==> src/sv/fpb_pkg.sv <==
`timescale 1ns / 1ps
// Shared types and constants for the frame peak brightness block.
// No dependencies.
package fpb_pkg;

    localparam int DATA_WIDTH      = 8;
    localparam int PIXEL_WIDTH     = 12;
    localparam int FORMAT_WIDTH    = 2;
    localparam int PIX_COUNT_WIDTH = 24;
    localparam int CFG_INDEX_WIDTH = 1;
    localparam int CFG_DATA_WIDTH  = 24;
    localparam int PHASE_WIDTH     = 2;
    localparam int COUNT_WIDTH_DEF = 24;

    // Pixel format codes.
    localparam logic [FORMAT_WIDTH-1:0] FMT_MONO8   = 2'd0;
    localparam logic [FORMAT_WIDTH-1:0] FMT_MONO12  = 2'd1;
    localparam logic [FORMAT_WIDTH-1:0] FMT_PACKED  = 2'd2;
    localparam logic [FORMAT_WIDTH-1:0] FMT_UNKNOWN = 2'd3;

    // Configuration register indexes.
    localparam logic [CFG_INDEX_WIDTH-1:0] REG_PIXEL_FORMAT = 1'd0;
    localparam logic [CFG_INDEX_WIDTH-1:0] REG_PIXEL_COUNT  = 1'd1;

    // Position within a word or packed triple.
    localparam logic [PHASE_WIDTH-1:0] PHASE_FIRST  = 2'd0;
    localparam logic [PHASE_WIDTH-1:0] PHASE_SECOND = 2'd1;
    localparam logic [PHASE_WIDTH-1:0] PHASE_THIRD  = 2'd2;

    typedef struct packed {
        logic [DATA_WIDTH-1:0] data_byte;
        logic                  last_byte;
    } item_t;

endpackage

==> src/sv/fpb_in_reg.sv <==
`timescale 1ns / 1ps
// Input register stage: captures one frame byte per cycle while the core keeps taking them.
// Depends on fpb_pkg.
module fpb_in_reg (
    input  logic                         aclk,
    input  logic                         aresetn,
    input  logic                         s_valid,
    output logic                         s_ready,
    input  logic [fpb_pkg::DATA_WIDTH-1:0] s_data_byte,
    input  logic                         s_last_byte,
    output logic                         item_valid,
    input  logic                         item_ready,
    output fpb_pkg::item_t               item
);

    logic           valid_reg;
    logic           valid_next;
    fpb_pkg::item_t item_reg;
    logic           accept;

    // The stage reloads whenever its current word moves on downstream.
    assign s_ready = !valid_reg || item_ready;
    assign accept  = s_valid && s_ready;

    always_comb begin
        valid_next = valid_reg;
        if (accept) begin
            valid_next = 1'b1;
        end else if (item_ready) begin
            valid_next = 1'b0;
        end
    end

    always_ff @(posedge aclk) begin
        if (!aresetn) begin
            valid_reg <= 1'b0;
        end else begin
            valid_reg <= valid_next;
        end
    end

    always_ff @(posedge aclk) begin
        if (accept) begin
            item_reg.data_byte <= s_data_byte;
            item_reg.last_byte <= s_last_byte;
        end
    end

    assign item_valid = valid_reg;
    assign item       = item_reg;

endmodule

==> src/sv/fpb_core.sv <==
`timescale 1ns / 1ps
// Unpacks pixels under the configured format, tracks the running peak and
// holds the result register. Also holds the configuration registers.
// Depends on fpb_pkg.
module fpb_core #(
    parameter int COUNT_WIDTH = fpb_pkg::COUNT_WIDTH_DEF
) (
    input  logic                               aclk,
    input  logic                               aresetn,
    input  logic                               cfg_valid,
    output logic                               cfg_ready,
    input  logic [fpb_pkg::CFG_INDEX_WIDTH-1:0] cfg_index,
    input  logic [fpb_pkg::CFG_DATA_WIDTH-1:0]  cfg_data,
    input  logic                               item_valid,
    output logic                               item_ready,
    input  fpb_pkg::item_t                     item,
    output logic                               m_valid,
    input  logic                               m_ready,
    output logic [fpb_pkg::PIXEL_WIDTH-1:0]    m_peak_value
);

    localparam int CMP_WIDTH = (COUNT_WIDTH > fpb_pkg::PIX_COUNT_WIDTH) ?
                               COUNT_WIDTH : fpb_pkg::PIX_COUNT_WIDTH;
    localparam logic [COUNT_WIDTH-1:0] SEEN_MAX = {COUNT_WIDTH{1'b1}};
    localparam logic [COUNT_WIDTH-1:0] SEEN_ONE = COUNT_WIDTH'(1);

    logic [fpb_pkg::FORMAT_WIDTH-1:0]    format_reg;
    logic [fpb_pkg::PIX_COUNT_WIDTH-1:0] count_reg;

    logic [fpb_pkg::PIXEL_WIDTH-1:0] peak_reg;
    logic [fpb_pkg::PIXEL_WIDTH-1:0] peak_next;
    logic [fpb_pkg::PHASE_WIDTH-1:0] phase_reg;
    logic [fpb_pkg::PHASE_WIDTH-1:0] phase_next;
    logic [fpb_pkg::DATA_WIDTH-1:0]  held_reg;
    logic [fpb_pkg::DATA_WIDTH-1:0]  held_next;
    logic [COUNT_WIDTH-1:0]          seen_reg;
    logic [COUNT_WIDTH-1:0]          seen_next;

    logic                            out_valid_reg;
    logic [fpb_pkg::PIXEL_WIDTH-1:0] out_peak_reg;

    logic                            fire;
    logic                            cand_valid;
    logic                            cand_packed;
    logic [fpb_pkg::PIXEL_WIDTH-1:0] cand;
    logic                            seen_below;
    logic [fpb_pkg::DATA_WIDTH-1:0]  b;

    assign cfg_ready = 1'b1;

    always_ff @(posedge aclk) begin
        if (!aresetn) begin
            format_reg <= fpb_pkg::FMT_MONO8;
            count_reg  <= '0;
        end else if (cfg_valid) begin
            case (cfg_index)
                fpb_pkg::REG_PIXEL_FORMAT: begin
                    format_reg <= cfg_data[fpb_pkg::FORMAT_WIDTH-1:0];
                end
                fpb_pkg::REG_PIXEL_COUNT: begin
                    count_reg <= cfg_data[fpb_pkg::PIX_COUNT_WIDTH-1:0];
                end
                default: begin
                end
            endcase
        end
    end

    // Only a closing word needs the result register free.
    assign item_ready = !item.last_byte || !out_valid_reg || m_ready;
    assign fire       = item_valid && item_ready;
    assign b          = item.data_byte;

    assign seen_below = CMP_WIDTH'(seen_reg) < CMP_WIDTH'(count_reg);

    always_comb begin
        cand_valid  = 1'b0;
        cand_packed = 1'b0;
        cand        = '0;
        phase_next  = phase_reg;
        held_next   = held_reg;
        case (format_reg)
            fpb_pkg::FMT_MONO8: begin
                cand_valid = 1'b1;
                cand       = {4'h0, b};
            end
            fpb_pkg::FMT_MONO12: begin
                if (phase_reg == fpb_pkg::PHASE_SECOND) begin
                    cand_valid = 1'b1;
                    cand       = {b[3:0], held_reg};
                    phase_next = fpb_pkg::PHASE_FIRST;
                end else begin
                    held_next  = b;
                    phase_next = fpb_pkg::PHASE_SECOND;
                end
            end
            fpb_pkg::FMT_PACKED: begin
                if (phase_reg == fpb_pkg::PHASE_SECOND) begin
                    cand_packed = 1'b1;
                    cand        = {b[3:0], held_reg};
                    held_next   = b;
                    phase_next  = fpb_pkg::PHASE_THIRD;
                end else if (phase_reg == fpb_pkg::PHASE_THIRD) begin
                    cand_packed = 1'b1;
                    cand        = {b, held_reg[7:4]};
                    phase_next  = fpb_pkg::PHASE_FIRST;
                end else begin
                    held_next  = b;
                    phase_next = fpb_pkg::PHASE_SECOND;
                end
            end
            default: begin
            end
        endcase
    end

    always_comb begin
        seen_next = seen_reg;
        peak_next = peak_reg;
        if (cand_packed && seen_below) begin
            if (cand > peak_reg) begin
                peak_next = cand;
            end
            if (seen_reg != SEEN_MAX) begin
                seen_next = seen_reg + SEEN_ONE;
            end
        end else if (cand_valid && (cand > peak_reg)) begin
            peak_next = cand;
        end
    end

    always_ff @(posedge aclk) begin
        if (!aresetn) begin
            peak_reg  <= '0;
            phase_reg <= fpb_pkg::PHASE_FIRST;
            held_reg  <= '0;
            seen_reg  <= '0;
        end else if (fire) begin
            if (item.last_byte) begin
                peak_reg  <= '0;
                phase_reg <= fpb_pkg::PHASE_FIRST;
                held_reg  <= '0;
                seen_reg  <= '0;
            end else begin
                peak_reg  <= peak_next;
                phase_reg <= phase_next;
                held_reg  <= held_next;
                seen_reg  <= seen_next;
            end
        end
    end

    always_ff @(posedge aclk) begin
        if (!aresetn) begin
            out_valid_reg <= 1'b0;
        end else if (fire && item.last_byte) begin
            out_valid_reg <= 1'b1;
        end else if (m_ready) begin
            out_valid_reg <= 1'b0;
        end
    end

    always_ff @(posedge aclk) begin
        if (fire && item.last_byte) begin
            out_peak_reg <= (format_reg == fpb_pkg::FMT_UNKNOWN) ? '0 : peak_next;
        end
    end

    assign m_valid      = out_valid_reg;
    assign m_peak_value = out_peak_reg;

`ifndef SYNTHESIS
    // The end of a frame returns all running state to zero.
    a_clear_on_last: assert property (@(posedge aclk) disable iff (!aresetn)
        fire && item.last_byte |=> (peak_reg == '0) && (seen_reg == '0)
            && (phase_reg == fpb_pkg::PHASE_FIRST) && (held_reg == '0))
        else $error("running state not cleared after last word");

    // A closing word always produces a result in the next cycle.
    a_result_after_last: assert property (@(posedge aclk) disable iff (!aresetn)
        fire && item.last_byte |=> out_valid_reg)
        else $error("no result after last word");

    // The phase counter never reaches its unused code.
    a_phase_range: assert property (@(posedge aclk) disable iff (!aresetn)
        phase_reg != 2'd3)
        else $error("byte phase out of range");

    // Mono8 words leave the phase untouched.
    a_mono8_phase: assert property (@(posedge aclk) disable iff (!aresetn)
        fire && !item.last_byte && (format_reg == fpb_pkg::FMT_MONO8)
            |=> $stable(phase_reg) && $stable(held_reg))
        else $error("mono8 word changed phase state");
`endif

endmodule

==> src/sv/frame_peak_brightness_top.sv <==
`timescale 1ns / 1ps
// Result path: the word carrying the last flag passes the input register, then
// the result register, whose output is the valid result.
// Throughput: one frame byte per cycle; the peak compare and unpack are combinational.
// A closing byte waits only while an unaccepted result holds the result register.
// Reset: aresetn is synchronous, active low; it clears the format to mono8,
// the pixel count and all running state.
// Top level of the frame peak brightness block. Depends on fpb_pkg,
// fpb_in_reg and fpb_core.
module frame_peak_brightness_top #(
    parameter int COUNT_WIDTH = fpb_pkg::COUNT_WIDTH_DEF
) (
    input  logic                               aclk,
    input  logic                               aresetn,
    input  logic                               cfg_valid,
    output logic                               cfg_ready,
    input  logic [fpb_pkg::CFG_INDEX_WIDTH-1:0] cfg_index,
    input  logic [fpb_pkg::CFG_DATA_WIDTH-1:0]  cfg_data,
    input  logic                               s_valid,
    output logic                               s_ready,
    input  logic [fpb_pkg::DATA_WIDTH-1:0]     s_data_byte,
    input  logic                               s_last_byte,
    output logic                               m_valid,
    input  logic                               m_ready,
    output logic [fpb_pkg::PIXEL_WIDTH-1:0]    m_peak_value
);

    logic           item_valid;
    logic           item_ready;
    fpb_pkg::item_t item;

    fpb_in_reg u_in_reg (
        .aclk        (aclk),
        .aresetn     (aresetn),
        .s_valid     (s_valid),
        .s_ready     (s_ready),
        .s_data_byte (s_data_byte),
        .s_last_byte (s_last_byte),
        .item_valid  (item_valid),
        .item_ready  (item_ready),
        .item        (item)
    );

    fpb_core #(
        .COUNT_WIDTH (COUNT_WIDTH)
    ) u_core (
        .aclk         (aclk),
        .aresetn      (aresetn),
        .cfg_valid    (cfg_valid),
        .cfg_ready    (cfg_ready),
        .cfg_index    (cfg_index),
        .cfg_data     (cfg_data),
        .item_valid   (item_valid),
        .item_ready   (item_ready),
        .item         (item),
        .m_valid      (m_valid),
        .m_ready      (m_ready),
        .m_peak_value (m_peak_value)
    );

endmodule

==> config.mk <==
export PLATFORM = sky130hd
export DESIGN_NAME = frame_peak_brightness_top
export DESIGN_NICKNAME = d
export VERILOG_FILES = /design/src/sv/fpb_pkg.sv /design/src/sv/fpb_in_reg.sv /design/src/sv/fpb_core.sv /design/src/sv/frame_peak_brightness_top.sv
export SDC_FILE = /design/constraint.sdc
export NUM_CORES = 1
export LEC_CHECK = 0
export BUFFER_PORTS_ARGS = -buffer_cell sky130_fd_sc_hd__buf_2
export CAP_MARGIN = 30
export CORE_ASPECT_RATIO = 0.8
export CORE_MARGIN = 8
export CORE_UTILIZATION = 50
export DETAILED_ROUTE_END_ITERATION = 10
export GPL_ROUTABILITY_DRIVEN = 0
export PLACE_DENSITY = 0.73
export SLEW_MARGIN = 10
export SYNTH_ARGS = -nofsm -noshare
export SYNTH_HDL_FRONTEND = slang
export SYNTH_SLANG_ARGS = --single-unit
export TNS_END_PERCENT = 100
==> constraint.sdc <==
create_clock -name aclk -period 6.6 [get_ports aclk]
set_clock_uncertainty 0.15 [all_clocks]
set_input_delay 1.32 -clock aclk [delete_from_list [all_inputs] [get_ports aclk]]
set_output_delay 1.32 -clock aclk [all_outputs]
set_load 0.02 [all_outputs]
==> run summary <==
Status: finished, final reports clean
Num CTS Buffers: 9
I/O pin count: 54
Nets@finish: 717
Worst-Margin Slew: 886 ps
Gr usage total: 19.7%
First-pass GRT wire length: 22,000 um
Critical path's top delay family: compound AO/OA/AOI/OAI gates
Area of the mapped netlist: 5240 um^2
Initial antenna violation count: 0
Final hold viol count: 0
Power Total: 1.38 mW
CTS tree: yes
H-Tree Depth: 3
RSZ-0062 raised after global routing: false
Total global routing overflow: 0
Pre-CTS WS: 2630 ps
Kind of critical path: reg2reg
Placed cell count: 766
Clock latency on the worst-skew pair: 350 ps
Ys flop type: dfxtp_1
CP bufs+invs: 3
Share of flip-flops with an asynchronous set or reset: 0%
Worst path max stage delay: 700 ps
Final min period: 3910 ps
Post-synth top area cell: dfxtp_1
Fin. max-slew vios: 0
EDFF count, synth: 21
Largest buffer count on any clock path: 2
CP max-delay cell: a222oi_1
Setup crit start kind: flop
ANT nets after route: 0
Critical Path Fanout Max: 20
Clock-pin slew on the worst setup and hold paths: 70 ps
Distinct cells, synth: 60
Vias per inst: 5.83
Power density cells: 232 nW/um^2
Final setup viols: 0
Share of the synthesized area in the top cell type: 28.3%
Main area contributors after synthesis: dfxtp_1 28%, edfxtp_1 12%, ha_1 9.3%, nand2_1 7.2%, a21boi_0 3.9%
Ys Warns: 0
Die Ht: 108 um
Post-synthesis sequential area ratio: 40.3%
Core area: 10,200 um^2
Commonest non-fill, non-tap cells in the layout: 100 x nand2_1, 74 x dfxtp_1, 53 x buf_2, 52 x inv_1, 39 x ha_1
Routed len/inst: 17.1 um
Post-route cell area: 5970 um^2
Worst vdd ir: 0.000176 V
Post-CTS Setup Inserts: 0
HP Class: reg2reg
Placed Area: 5610 um^2
Row count: 33
Period utilization: 59.3%
Syn Nets: 676
Fmax: 256 MHz
Hold Buf Count CTS: 0
Max-cap violations: 0
Slew HR: 40.8%
Area grow syn2layout: 13.9%
Most common cell after layout, fill and taps aside: nand2_1
Share of cells above drive strength 1: 12.0%
Clock sink count: 95
Residual DRC count: 0
Drt total wl: 13,400 um
Detailed placement HPWL: 9720 um
Mapped Cells: 598
Post-route setup TNS: 0 ps
Ant. Diodes: 0
Clock tree root driver cell: clkbuf_16
Number of global-route vias before repair: 4,414
Crit. End Element: flop
1st-pass router iterations: 5
Die ar.: 14,000 um^2
CP Data Required Time: 6530 ps
Final cell count without fillers: 784
FF+latch count, synth: 95
Arrival time at the worst endpoint: 3840 ps
Starting Density: 51.2%
Via count: 4,573
Leak: 2.33 nW
DR iter-0 viols: 402
Largest net degree at the start of global routing: 47
Port buffer count: 52
Critical-path cell list: inv_1, ha_1, a22o_1, a222oi_1, inv_1, ha_1, nand4_1, a21oi_1, nor2_1, a221oi_1, nand2_1, buf_16, mux2i_1
Worst setup margin: 2690 ps
Chip Width: 130 um
Post-CTS Resized: 0
Synth Area per Inst: 8.76 um^2
[power by group]
part	leakage (nW)	total (mW)	internal [mW]	switching (mW)
clock	0.167	0.603	0.379	0.225
combinational	1.36	0.157	0.0632	0.0942
sequential	0.802	0.624	0.612	0.0117
[Yosys cell counts, types with 11 or more instances]
| master | n |
|---|---|
| a21boi_0 | 27 |
| nor3b_1 | 11 |
| nand3_1 | 15 |
| o32ai_1 | 14 |
| o21ai_0 | 12 |
| a21oi_1 | 30 |
| mux2i_1 | 14 |
| inv_1 | 52 |
| nand2_1 | 100 |
| dfxtp_1 | 74 |
| nand4_1 | 11 |
| ha_1 | 39 |
| edfxtp_1 | 21 |
| nor2_1 | 19 |
| clkbuf_1 | 23 |
| nor2b_1 | 16 |
[cell families after synthesis]
logic type | share of synthesized area [%]
flip-flops | 40.3
XOR/XNOR | 0.501
other | 0.0715
multiplexers | 2.89
buffers and inverters | 5.78
AO/OA/AOI/OAI | 20.6
AND/OR/NAND/NOR | 20.5
adder cells (fa/ha/maj) | 9.31
[worst paths after layout]
| check | startpoint | depth (start not counted) | to | slack (ps) |
|---|---|---|---|---|
| setup / recovery | u_core.phase_reg[1] | 13 | u_core.m_peak_value[9] | 2690 |
| setup reg to reg | u_core.phase_reg[1] | 13 | u_core.m_peak_value[9] | 2690 |
| hold / removal | u_core.count_reg[18] | 2 | u_core.count_reg[18] | 320 |
| hold reg to reg | u_core.count_reg[18] | 2 | u_core.count_reg[18] | 320 |
[final cells by class]
cell class	count	area, um^2
clock inverter	2	60.1
timing repair buffer	57	313
tap	140	175
sequential	95	2110
inverter	52	195
multi-input combinational	424	2830
clock buffer	14	287
fill	909	4270
[routing by layer]
metal | track usage (%) | share of wire (%)
met3 | 5.20 | 7.9
met2 | 28.9 | 42
met1 | 27.7 | 48
met5 | 0 | 0
met4 | 5.89 | 1.6
[tightest hold or removal path, cell delays in order, from the launching register on]
cell and delay [ps]:
dfxtp_1 310, nand2_1 50, a21boi_0 60
[metrics by stage]
stage | hold slack (ps) | util [%]
6_report | 316 | 58.3
5_1_grt | 333 | 58.3
4_1_cts | 319 | 58.2
3_5_place_dp | 310 | 54.8
3_3_place_gp | 303 | 54.5
2_1_floorplan | 293 | -
Note: power is estimated with default switching activity, not from simulation.
